### src/hdl/rtc_pkg.sv
`timescale 1ns / 1ps
// ----------------------------------------------------------------------------
// rtc_pkg
// Shared types, codes and the month-length table of the calendar counter.
// ----------------------------------------------------------------------------
package rtc_pkg;

  // Default width of the year counter.
  localparam int YEAR_BITS_DEF = 16;

  // Bit position of the year within a beat (the fields below it take 26 bits).
  localparam int YEAR_LSB = 26;

  // Largest value before each field rolls over; for the month, the value it wraps at.
  localparam logic [5:0] SEC_LAST   = 6'd59;
  localparam logic [5:0] MIN_LAST   = 6'd59;
  localparam logic [4:0] HOUR_LAST  = 5'd23;
  localparam logic [4:0] MONTH_WRAP = 5'd13;

  typedef enum logic [1:0] {
    FUNC_TICK = 2'd0,
    FUNC_SET  = 2'd1,
    FUNC_READ = 2'd2,
    FUNC_NOP  = 2'd3
  } rtc_func_t;

  // Time of day and date without the year; sec sits in the lowest bits.
  typedef struct packed {
    logic [3:0] month;
    logic [4:0] day;
    logic [4:0] hour;
    logic [5:0] min;
    logic [5:0] sec;
  } rtc_hms_t;

  // Days in a month. February is always 28 days; invalid months count as 30.
  function automatic logic [4:0] month_len(input logic [3:0] month);
    logic [4:0] len;
    unique case (month)
      4'd1, 4'd3, 4'd5, 4'd7, 4'd8, 4'd10, 4'd12: len = 5'd31;
      4'd2:                                       len = 5'd28;
      default:                                    len = 5'd30;
    endcase
    return len;
  endfunction

endpackage

### src/hdl/rtc_tick.sv
`timescale 1ns / 1ps
// ----------------------------------------------------------------------------
// rtc_tick
// Advances a time and date by one second through the cascaded fields.
// ----------------------------------------------------------------------------
module rtc_tick #(
  parameter int YEAR_BITS = rtc_pkg::YEAR_BITS_DEF
) (
  input  rtc_pkg::rtc_hms_t       t_in,
  input  logic [YEAR_BITS-1:0]    year_in,
  output rtc_pkg::rtc_hms_t       t_out,
  output logic [YEAR_BITS-1:0]    year_out
);
  import rtc_pkg::*;

  logic       sec_wrap;
  logic       min_wrap;
  logic       hour_wrap;
  logic [5:0] day_inc;
  logic       day_wrap;
  logic [4:0] mon_inc;
  logic       mon_wrap;

  always_comb begin
    sec_wrap  = (t_in.sec >= SEC_LAST);
    min_wrap  = (t_in.min >= MIN_LAST);
    hour_wrap = (t_in.hour >= HOUR_LAST);
    day_inc   = {1'b0, t_in.day} + 6'd1;
    day_wrap  = (day_inc > {1'b0, month_len(t_in.month)});
    mon_inc   = {1'b0, t_in.month} + 5'd1;
    mon_wrap  = (mon_inc >= MONTH_WRAP);

    t_out    = t_in;
    year_out = year_in;
    t_out.sec = sec_wrap ? 6'd0 : t_in.sec + 6'd1;
    if (sec_wrap) begin
      t_out.min = min_wrap ? 6'd0 : t_in.min + 6'd1;
      if (min_wrap) begin
        t_out.hour = hour_wrap ? 5'd0 : t_in.hour + 5'd1;
        if (hour_wrap) begin
          t_out.day = day_wrap ? 5'd1 : day_inc[4:0];
          if (day_wrap) begin
            t_out.month = mon_wrap ? 4'd1 : mon_inc[3:0];
            if (mon_wrap) begin
              year_out = year_in + {{(YEAR_BITS-1){1'b0}}, 1'b1};
            end
          end
        end
      end
    end
  end

endmodule

### src/hdl/rtc_core.sv
`timescale 1ns / 1ps
// ----------------------------------------------------------------------------
// rtc_core
// Running time, pending set buffer and updated flag, with next-state logic.
// ----------------------------------------------------------------------------
module rtc_core #(
  parameter int YEAR_BITS = rtc_pkg::YEAR_BITS_DEF
) (
  input  logic                    clk,
  input  logic                    rst_n,
  input  logic                    step_en,
  input  rtc_pkg::rtc_func_t      func,
  input  rtc_pkg::rtc_hms_t       set_hms,
  input  logic [YEAR_BITS-1:0]    set_year,
  output rtc_pkg::rtc_hms_t       res_hms,
  output logic [YEAR_BITS-1:0]    res_year,
  output logic                    res_upd
);
  import rtc_pkg::*;

  rtc_hms_t             cur_hms_r, cur_hms_nxt;
  logic [YEAR_BITS-1:0] cur_year_r, cur_year_nxt;
  rtc_hms_t             pend_hms_r, pend_hms_nxt;
  logic [YEAR_BITS-1:0] pend_year_r, pend_year_nxt;
  logic                 pend_flag_r, pend_flag_nxt;
  logic                 upd_flag_r, upd_flag_nxt;

  rtc_hms_t             base_hms;
  logic [YEAR_BITS-1:0] base_year;
  rtc_hms_t             tick_hms;
  logic [YEAR_BITS-1:0] tick_year;

  // A pending set is applied just before the tick counts.
  assign base_hms  = pend_flag_r ? pend_hms_r  : cur_hms_r;
  assign base_year = pend_flag_r ? pend_year_r : cur_year_r;

  rtc_tick #(.YEAR_BITS(YEAR_BITS)) u_tick (
    .t_in    (base_hms),
    .year_in (base_year),
    .t_out   (tick_hms),
    .year_out(tick_year)
  );

  always_comb begin
    cur_hms_nxt   = cur_hms_r;
    cur_year_nxt  = cur_year_r;
    pend_hms_nxt  = pend_hms_r;
    pend_year_nxt = pend_year_r;
    pend_flag_nxt = pend_flag_r;
    upd_flag_nxt  = upd_flag_r;
    res_hms       = cur_hms_r;
    res_year      = cur_year_r;
    res_upd       = upd_flag_r;
    unique case (func)
      FUNC_TICK: begin
        cur_hms_nxt   = tick_hms;
        cur_year_nxt  = tick_year;
        pend_flag_nxt = 1'b0;
        upd_flag_nxt  = 1'b1;
        res_hms       = tick_hms;
        res_year      = tick_year;
        res_upd       = 1'b1;
      end
      FUNC_SET: begin
        pend_hms_nxt  = set_hms;
        pend_year_nxt = set_year;
        pend_flag_nxt = 1'b1;
      end
      FUNC_READ: begin
        upd_flag_nxt = 1'b0;
      end
      FUNC_NOP: begin
      end
    endcase
  end

  always_ff @(posedge clk) begin
    if (!rst_n) begin
      cur_hms_r   <= '0;
      cur_year_r  <= '0;
      pend_hms_r  <= '0;
      pend_year_r <= '0;
      pend_flag_r <= 1'b0;
      upd_flag_r  <= 1'b0;
    end else if (step_en) begin
      cur_hms_r   <= cur_hms_nxt;
      cur_year_r  <= cur_year_nxt;
      pend_hms_r  <= pend_hms_nxt;
      pend_year_r <= pend_year_nxt;
      pend_flag_r <= pend_flag_nxt;
      upd_flag_r  <= upd_flag_nxt;
    end
  end

endmodule

### src/hdl/rtc_calendar_counter.sv
`timescale 1ns / 1ps
// ----------------------------------------------------------------------------
// rtc_calendar_counter
// Calendar clock counter with buffered time set and read-to-clear flag.
// ----------------------------------------------------------------------------
// Every input beat yields exactly one result beat. The block takes one beat per
// clock cycle unless out_tready holds it back, and each beat passes through the
// input register and then the result register. The per-beat work is the
// one-second cascade (seconds, minutes, hours, day against the month-length
// table, month, year), done combinationally between those two registers, so
// that, stalls aside, the rate is one beat per cycle for any mix of ticks, sets
// and reads. A set only fills a pending buffer; the next tick loads it and then
// counts. A read returns the updated flag and then clears it. The year wraps
// modulo 2^YEAR_BITS. There is no clearing pass after reset.
module rtc_calendar_counter #(
  parameter int YEAR_BITS = rtc_pkg::YEAR_BITS_DEF,
  localparam int IN_W  = ((rtc_pkg::YEAR_LSB + YEAR_BITS + 7) / 8) * 8,
  localparam int OUT_W = ((rtc_pkg::YEAR_LSB + YEAR_BITS + 1 + 7) / 8) * 8
) (
  input  logic             clk,
  input  logic             rst_n,
  input  logic             in_tvalid,
  output logic             in_tready,
  // set_sec, set_min, set_hour, set_day, set_month, set_year, zero fill
  input  logic [IN_W-1:0]  in_tdata,
  // func
  input  logic [1:0]       in_tuser,
  output logic             out_tvalid,
  input  logic             out_tready,
  // sec, minute, hour, day, month, year, updated, zero fill
  output logic [OUT_W-1:0] out_tdata
);
  import rtc_pkg::*;

  localparam int UPD_BIT = YEAR_LSB + YEAR_BITS;

  // Input register stage.
  logic                 s1_valid_r;
  rtc_func_t            s1_func_r;
  rtc_hms_t             s1_hms_r;
  logic [YEAR_BITS-1:0] s1_year_r;

  // Result register stage.
  logic                 out_valid_r;
  logic [OUT_W-1:0]     out_data_r;

  logic                 out_load;
  logic                 step_en;
  logic                 in_fire;

  rtc_hms_t             res_hms;
  logic [YEAR_BITS-1:0] res_year;
  logic                 res_upd;
  logic [OUT_W-1:0]     res_data;

  // The result register can take a new beat when empty or being drained.
  assign out_load  = !out_valid_r || out_tready;
  assign step_en   = s1_valid_r && out_load;
  assign in_tready = !s1_valid_r || out_load;
  assign in_fire   = in_tvalid && in_tready;

  always_ff @(posedge clk) begin
    if (!rst_n) begin
      s1_valid_r <= 1'b0;
    end else if (in_tready) begin
      s1_valid_r <= in_tvalid;
    end
  end

  always_ff @(posedge clk) begin
    if (in_fire) begin
      s1_func_r <= rtc_func_t'(in_tuser);
      s1_hms_r  <= rtc_hms_t'(in_tdata[YEAR_LSB-1:0]);
      s1_year_r <= in_tdata[YEAR_LSB +: YEAR_BITS];
    end
  end

  // State is committed only when the beat moves on to the result register.
  rtc_core #(.YEAR_BITS(YEAR_BITS)) u_core (
    .clk     (clk),
    .rst_n   (rst_n),
    .step_en (step_en),
    .func    (s1_func_r),
    .set_hms (s1_hms_r),
    .set_year(s1_year_r),
    .res_hms (res_hms),
    .res_year(res_year),
    .res_upd (res_upd)
  );

  always_comb begin
    res_data                           = '0;
    res_data[YEAR_LSB-1:0]             = res_hms;
    res_data[YEAR_LSB +: YEAR_BITS]    = res_year;
    res_data[UPD_BIT]                  = res_upd;
  end

  always_ff @(posedge clk) begin
    if (!rst_n) begin
      out_valid_r <= 1'b0;
    end else if (out_load) begin
      out_valid_r <= s1_valid_r;
    end
  end

  always_ff @(posedge clk) begin
    if (step_en) begin
      out_data_r <= res_data;
    end
  end

  assign out_tvalid = out_valid_r;
  assign out_tdata  = out_data_r;

  // A tick always reports the updated flag as set.
  a_tick_sets_updated: assert property (@(posedge clk) disable iff (!rst_n)
    (step_en && s1_func_r == FUNC_TICK) |=> out_data_r[UPD_BIT])
    else $error("tick result without updated flag");

  // Seconds after a tick are always in range, whatever was loaded.
  a_tick_sec_range: assert property (@(posedge clk) disable iff (!rst_n)
    (step_en && s1_func_r == FUNC_TICK) |=> (out_data_r[5:0] <= SEC_LAST))
    else $error("tick result seconds out of range");

  // With the result register empty the input side never stalls.
  a_ready_when_empty: assert property (@(posedge clk) disable iff (!rst_n)
    !out_valid_r |-> in_tready)
    else $error("input stalled while result register empty");

  // A result beat appears only for a beat held in the input register.
  a_result_source: assert property (@(posedge clk) disable iff (!rst_n)
    (!out_valid_r && !s1_valid_r) |=> !out_valid_r)
    else $error("result beat without an input beat");

endmodule

### config.mk
export PLATFORM = sky130hd
export DESIGN_NAME = rtc_calendar_counter
export DESIGN_NICKNAME = d
export VERILOG_FILES = /design/src/hdl/rtc_pkg.sv /design/src/hdl/rtc_tick.sv /design/src/hdl/rtc_core.sv /design/src/hdl/rtc_calendar_counter.sv
export SDC_FILE = /design/constraint.sdc
export NUM_CORES = 1
export LEC_CHECK = 0
export BUFFER_PORTS_ARGS = -buffer_cell sky130_fd_sc_hd__buf_2
export CORE_MARGIN = 2
export CORE_UTILIZATION = 33
export DETAILED_ROUTE_END_ITERATION = 10
export PLACE_DENSITY_LB_ADDON = 0.1
export SYNTH_ARGS = -nofsm -noshare
export SYNTH_HDL_FRONTEND = slang
export SYNTH_SLANG_ARGS = --single-unit
export TNS_END_PERCENT = 10
### constraint.sdc
create_clock -name clk -period 4.9 [get_ports clk]
set_clock_uncertainty 0.2 [all_clocks]
set_input_delay 0 -clock clk [delete_from_list [all_inputs] [get_ports clk]]
set_output_delay 0 -clock clk [all_outputs]
set_load 0.01 [all_outputs]
==> results of run 1 <==
[worst max-delay path by stage]
| stage | slack, ps | cells after the start | start | to |
|---|---|---|---|---|
| floorplan | 240 | 16 | u_core.pend_flag_r$_SDFFE_PN0P_ | out_tdata[32]$_DFFE_PP_ |
| global placement | 610 | 13 | u_core.pend_flag_r$_SDFFE_PN0P_ | u_core.cur_year_r[9]$_SDFFE_PN0P_ |
| detailed placement | 620 | 12 | u_core.pend_flag_r$_SDFFE_PN0P_ | out_tdata[32]$_DFFE_PP_ |
| CTS | 600 | 13 | u_core.pend_flag_r$_SDFFE_PN0P_ | u_core.cur_year_r[9]$_SDFFE_PN0P_ |
| global route | 330 | 13 | u_core.pend_flag_r$_SDFFE_PN0P_ | u_core.cur_year_r[9]$_SDFFE_PN0P_ |
| finish | 600 | 13 | u_core.pend_flag_r$_SDFFE_PN0P_ | u_core.cur_year_r[9]$_SDFFE_PN0P_ |
[layout make-up]
cell class                      instances  area (um^2)  area share (%)
Tap cell                              335          419            3.96
Timing Repair Buffer                  157         1070            10.1
Sequential cell                       175         4380            41.4
Clock buffer                           17          425            4.02
Multi-Input combinational cell        669         4030            38.1
Clock inverter                         15          215            2.03
Inverter                               13         50.0           0.473
[cells in the final DEF, fill, tap and decap left out, types with 5 or more instances in the layout]
| cell | Yosys | final |
|---|---|---|
| or3_1 | 5 | 5 |
| a32o_1 | 5 | 5 |
| o21ai_0 | 39 | 39 |
| clkbuf_16 | 0 | 17 |
| mux2i_1 | 26 | 26 |
| clkinv_8 | 0 | 5 |
| o211ai_1 | 11 | 11 |
| nand3b_1 | 6 | 6 |
| mux2_2 | 14 | 14 |
| or4_1 | 5 | 5 |
| o21a_1 | 7 | 7 |
| nand2b_1 | 6 | 6 |
| buf_2 | 7 | 92 |
| xnor2_1 | 9 | 9 |
| a31oi_1 | 7 | 7 |
| conb_1 | 1 | 5 |
| nor3_1 | 12 | 12 |
| and2_1 | 7 | 6 |
| edfxtp_1 | 87 | 87 |
| a21oi_1 | 79 | 79 |
| nand4_1 | 13 | 13 |
| dlygate4sd3_1 | 0 | 48 |
| ha_1 | 10 | 10 |
| and3_1 | 14 | 14 |
| buf_4 | 6 | 17 |
| nand3_1 | 42 | 42 |
| o21ai_1 | 6 | 6 |
| nand2_1 | 173 | 173 |
| nor2b_1 | 5 | 5 |
| dfxtp_1 | 88 | 87 |
| nor2_1 | 55 | 54 |
| xor2_1 | 8 | 8 |
| a211oi_1 | 11 | 11 |
| inv_1 | 11 | 9 |
[worst register-to-register path: stages (launching register included)]
cell and delay [ps]:
dfxtp_4 570, mux2i_4 350, inv_2 90, ha_1 190, and3_1 150, ha_1 310
and2b_1 140, a2bb2oi_2 230, a32oi_1 290, a2111oi_4 570, buf_4 250, nand4_1 190
or4_1 510, a41oi_1 160
[what timing repair did]
action | 4_1_cts | 5_1_grt
setup buffers | 0 | 0
gates resized for setup | 0 | 0
hold buffers | 48 | 0
endpoints found under the hold margin | 57 | 0
setup endpoints to repair | 0 | 0
[power groups by stage]
| stage | registers (mW) | clock network [mW] | logic [mW] |
|---|---|---|---|
| floorplan | 1.65 | 0 | 0.123 |
| global placement | 1.65 | 0 | 0.194 |
| detailed placement | 1.65 | 0 | 0.195 |
| CTS | 1.62 | 1.49 | 0.224 |
| global route | 1.62 | 1.55 | 0.244 |
| finish | 1.62 | 1.45 | 0.220 |
[logic make-up (layout without fill, tap and decap cells)]
group / Yosys count / in the layout / synth area share [%]
xor gates and xnor gates: 17 / 17 / 1.70
adders and majority gates: 10 / 10 / 1.43
other: 1 / 5 / 0.0429
buffers and inverters: 77 / 202 / 4.09
muxes: 44 / 44 / 5.50
AOI/OAI and AO/OA: 226 / 226 / 17.3
DFF: 175 / 175 / 50.0
and+or+nand+nor: 367 / 367 / 19.9
[routing by layer]
layer / global-route usage (%) / up-vias / share of wire, % / wire length (um)
li1: - / 3575 / - / -
met1: 27.0 / 3347 / 52 / 12400
met2: 24.0 / 180 / 42 / 9930
met3: 2.38 / 14 / 4.7 / 1110
met4: 5.06 / 0 / 1.0 / 242
met5: 0 / - / 0 / 0
[sequential cells by signal (all words and copies together), names as in the netlist]
name and count:
u_core.pend_year_r 16, s1_year_r 16, out_tvalid 1, u_core.cur_hms_r 26
u_core.upd_flag_r 1, s1_hms_r 26, u_core.pend_flag_r 1, u_core.pend_hms_r 26
u_core.cur_year_r 16, out_tdata 43, s1_func_r 2, s1_valid_r 1
[through the flow]
stage                     utilization (%)  setup slack [ps]
final                                40.6               605
after global routing                 40.6               334
after CTS                            40.6               597
after detailed placement             36.3               619
after global placement               36.3               613
after floorplan                         -               245
==> flow_metrics.py, run 1 <==
metrics = {
    "setup_path": {
        "critPathTopFamily": "compound AO/OA/AOI/OAI gates",
        "cp.required_ps": 5040,
        "cpPeakStageDelay_ps": 570,
        "rr_endpoint": "u_core.cur_year_r[9]$_SDFFE_PN0P_",
        "path_common_cell": "ha_1",
        "reg2reg_slack_ps": 600,
        "start_kind": "register",
        "critPathMaxFanout": 25,
        "reg2reg_depth": 13,
        "cp-end-kind": "register",
        "worstSetupPathType": "reg -> reg",
        "cp_num_buf_inv": 2,
        "path_cells": "mux2i_4 > inv_2 > ha_1 > and3_1 > ha_1 > and2b_1 > a2bb2oi_2 > a32oi_1 > a2111oi_4 > buf_4 > nand4_1 > or4_1 > a41oi_1",
        "crit_arrival_ps": 4440,
        "rr_startpoint": "u_core.pend_flag_r$_SDFFE_PN0P_",
        "crit_slowest_cell": "dfxtp_4",
    },
    "worst_hold_path": {
        "worstHoldStart": "in_tdata[6]",
        "min_path_cells": 2,
        "min_to": "s1_hms_r[6]$_DFFE_PP_",
        "hold_class": "in -> reg",
    },
    "timing": {
        "min_period_over_period_pct": 87.7,
        "setup_viol": 0,
        "timing.setup.tns_ps": 0,
        "final_hold_viol_count": 0,
        "holdWs_ps": 54.2,
        "worst_pin_slew_ps": 1040,
        "relSlewSlack_pct": 30.8,
        "period_minus_slack_ps": 4300,
        "finalMaxSlewViolations": 0,
        "max_freq_ghz": 0.233,
        "rsz0062_at_grt": "false",
    },
    "floorplanning": {
        "fp.dieH_um": 167,
        "start_util_pct": 33.6,
        "rows": 59,
        "die_area_um2": 27800,
        "dieWidth_um": 167,
        "core_um2": 26100,
        "ioPinCount": 104,
    },
    "logic_synthesis": {
        "synth_commonest_cells": "nand2_1 (173), dfxtp_1 (88), edfxtp_1 (87), a21oi_1 (79), nor2_1 (55)",
        "syn_avg_cell_area_um2": 9.53,
        "ys_types": 85,
        "synth_top_area_share_pct": 29.9,
        "synth_edf_count": 87,
        "yosysTopAreaCell": "edfxtp_1",
        "syn_area_um2": 8740,
        "synth_seq_cells": 175,
        "async_flop_share_pct": 0,
        "ys_top_cells_by_area": "edfxtp_1 (30%), dfxtp_1 (20%), nand2_1 (7.4%)",
        "synth_warnings": 0,
        "syn_inst": 917,
        "ys_seq_area_share_pct": 50.0,
        "synth_most_common_cell": "nand2_1",
        "synthFlopType": "dfxtp_1",
    },
    "layout": {
        "final_cell_area_um2": 10600,
        "nets": 1097,
        "syn2layout_area_growth_pct": 21.1,
        "nFillCells": 2586,
        "finalNonFillerCells": 1381,
        "n_antenna_cell": 0,
        "drive_gt1_share_pct": 17.9,
    },
    "power": {
        "seq_power_share_pct": 49.3,
        "clockPowerShare_pct": 44.0,
        "p_switching_mw": 0.857,
        "combPwrFrac_pct": 6.7,
        "p_per_area_nw_per_um2": 310,
        "peakVddDrop_v": 0.000209,
        "intPower_mw": 2.43,
        "p_leak_nw": 3.83,
        "sw_frac_of_total_pct": 26.1,
        "total_power_mw": 3.28,
    },
    "global_route": {
        "grt_max_degree": 73,
        "grt_first_pass_wirelength_um": 37600,
        "grt_pass1_vias": 6569,
        "antenna_found_initial": 0,
        "grt.total_usage_pct": 17.1,
        "grt_overflow": 0,
    },
    "placed_design": {
        "dpl-instance-area_um2": 9470,
        "dp_hpwl_um": 16000,
        "post-place-cells": 1301,
        "place.gp.congestion": 0.833,
        "portBuffers": 92,
    },
    "detailed_routing": {
        "final_antenna_net_count": 0,
        "first_pass_iters": 5,
        "drtIter0Drc": 421,
        "drc": 0,
        "post_drt_wl_per_cell_um": 17.1,
        "vias_per_cell": 5.15,
        "wl_um": 23600,
        "dr_total_vias": 7116,
    },
    "clock_tree": {
        "cts_tree": "built",
        "clk_path_buf_depth": 2,
        "root_buffer": "clkbuf_16",
        "htreeDepth": 4,
        "clock-sinks": 175,
        "worstSkewPairLatency_ps": 440,
        "numCtsBuffers": 17,
        "cts.clk_slew.worst_paths_ps": 80,
    },
    "run": {
        "cap_viol_max_count": 0,
    },
    "status": {
        "outcome": "finished, final reports clean",
    },
}
No activity file was read; power rests on OpenSTA's default activity.
==> run 2, diff against run 1 <==
- RECOVER_POWER: unset -> 25
==> run 2 against run 1 <==
Effect of this change: sequential power hardly changed; clock-buffer cell count unchanged; setup slack worse by 0.66 ps; sequential cell count is the same; wire length grew 0.22%; die area stayed put; largest cell class unchanged.
==> flow_metrics.py, run 2 (synthesized netlist as in run 1, its figures left out) <==
metrics = {
    "floorplanning": {
        "core_um2": 26100,
        "dieWidth_um": 167,
        "rows": 59,
        "start_util_pct": 33.6,
        "fp.dieH_um": 167,
        "ioPinCount": 104,
        "die_area_um2": 27800,
    },
    "timing": {
        "max_freq_ghz": 0.233,
        "relSlewSlack_pct": 31.3,
        "setup_viol": 0,
        "fin_ws_ps": 604,
        "period_minus_slack_ps": 4300,
        "rsz0062_at_grt": "false",
        "timing.setup.tns_ps": 0,
        "min_period_over_period_pct": 87.7,
        "final_hold_viol_count": 0,
        "worst_pin_slew_ps": 1030,
        "holdWs_ps": 55.0,
        "finalMaxSlewViolations": 0,
    },
    "layout": {
        "n_antenna_cell": 0,
        "nets": 1097,
        "nFillCells": 2604,
        "syn2layout_area_growth_pct": 20.6,
        "drive_gt1_share_pct": 14.5,
        "largest_register_ffs": 43,
        "final_cell_mix": "nand2_1 (173), edfxtp_1 (87), dfxtp_1 (87)",
        "final_common_cell": "nand2_1",
    },
    "setup_path": {
        "cpPeakStageDelay_ps": 600,
        "cp.required_ps": 4850,
        "reg2reg_slack_ps": 600,
        "rr_startpoint": "u_core.pend_flag_r$_SDFFE_PN0P_",
        "start_kind": "register",
        "cp-end-kind": "register",
        "rr_endpoint": "out_tdata[32]$_DFFE_PP_",
        "path_common_cell": "ha_1",
        "worstSetupPathType": "reg -> reg",
        "critPathMaxFanout": 25,
        "crit_arrival_ps": 4250,
        "reg2reg_depth": 12,
        "crit_slowest_cell": "a2111o_1",
        "path_cells": "mux2i_4 > inv_2 > ha_1 > and3_1 > ha_1 > and2b_1 > a2bb2oi_2 > a32oi_1 > a2111o_1 > or4_1 > xnor2_1 > o21ai_1",
    },
    "run": {
        "cap_viol_max_count": 0,
    },
    "global_route": {
        "grt_max_degree": 73,
        "antenna_found_initial": 0,
        "grt_overflow": 0,
        "grt_first_pass_wirelength_um": 37600,
        "grt.total_usage_pct": 17.1,
        "grt_pass1_vias": 6569,
    },
    "clock_tree": {
        "cts_resized": 0,
        "cts.clk_slew.worst_paths_ps": 80,
        "clock-sinks": 175,
        "htreeDepth": 4,
        "postCtsSetupBuffers": 0,
        "cts_tree": "built",
        "worstSkewPairLatency_ps": 440,
        "numCtsBuffers": 17,
        "root_buffer": "clkbuf_16",
        "clk_path_buf_depth": 2,
        "postCtsHoldBufs": 48,
    },
    "detailed_routing": {
        "drc": 0,
        "final_antenna_net_count": 0,
        "wl_um": 23700,
        "first_pass_iters": 5,
        "post_drt_wl_per_cell_um": 17.2,
        "dr_total_vias": 7098,
        "vias_per_cell": 5.14,
        "drtIter0Drc": 471,
    },
    "worst_hold_path": {
        "min_to": "s1_hms_r[6]$_DFFE_PP_",
        "min_path_cells": 2,
        "worstHoldStart": "in_tdata[6]",
        "hold_class": "in -> reg",
    },
    "power": {
        "peakVddDrop_v": 0.000208,
        "total_power_mw": 3.28,
        "p_per_area_nw_per_um2": 311,
        "p_leak_nw": 3.73,
    },
    "placed_design": {
        "portBuffers": 92,
        "place.gp.congestion": 0.833,
        "pre_cts_slack_ps": 619,
        "dp_hpwl_um": 16000,
    },
    "status": {
        "outcome": "finished, final reports clean",
    },
}
run 2: metrics by stage:
step | instances | utilization, % | cell area [um^2]
floorplan | 921 | - | 8760
global placement | 1301 | 36.3 | 9470
detailed placement | 1301 | 36.3 | 9470
CTS | 1381 | 40.6 | 10600
global route | 1381 | 40.5 | 10500
finish | 1381 | 40.5 | 10500
run 2: where the power goes:
part           switching (mW)  internal [mW]
logic                   0.131         0.0858
clock network           0.696          0.752
registers              0.0313           1.59
run 2: final cells by class:
| class | instances | area (um^2) | area share (%) |
|---|---|---|---|
| Sequential cell | 175 | 4380 | 41.5 |
| Multi-Input combinational cell | 669 | 4030 | 38.2 |
| Timing Repair Buffer | 157 | 1020 | 9.72 |
| Clock buffer | 17 | 425 | 4.04 |
| Tap cell | 335 | 419 | 3.98 |
| Clock inverter | 15 | 215 | 2.04 |
| Inverter | 13 | 50.0 | 0.475 |
run 2: layer usage:
metal  vias up  track usage [%]  share of wire, %
met5         -                0                 0
met2       167             24.0                42
met1      3337             27.0                53
met3        16             2.38               4.2
li1       3578                -                 -
met4         0             5.06               1.1
run 2: worst max-delay path, delay by kind of cell, from the launching register on:
| family | cells | cell delay (ps) |
|---|---|---|
| XOR/XNOR | 1 | 240 |
| adder cells (fa/ha/maj) | 2 | 500 |
| multiplexers | 1 | 340 |
| flip-flops | 1 | 570 |
| AND/OR/NAND/NOR | 3 | 860 |
| buffers and inverters | 1 | 90 |
| AO/OA/AOI/OAI | 4 | 1200 |
run 2: worst max path at each step:
stage / start / endpoint / slack, ps / cells past startpoint
floorplan: u_core.pend_flag_r$_SDFFE_PN0P_ / out_tdata[32]$_DFFE_PP_ / 240 / 16
global placement: u_core.pend_flag_r$_SDFFE_PN0P_ / u_core.cur_year_r[9]$_SDFFE_PN0P_ / 610 / 13
detailed placement: u_core.pend_flag_r$_SDFFE_PN0P_ / out_tdata[32]$_DFFE_PP_ / 620 / 12
CTS: u_core.pend_flag_r$_SDFFE_PN0P_ / u_core.cur_year_r[9]$_SDFFE_PN0P_ / 600 / 13
global route: u_core.pend_flag_r$_SDFFE_PN0P_ / u_core.cur_year_r[9]$_SDFFE_PN0P_ / 330 / 13
finish: u_core.pend_flag_r$_SDFFE_PN0P_ / out_tdata[32]$_DFFE_PP_ / 600 / 12
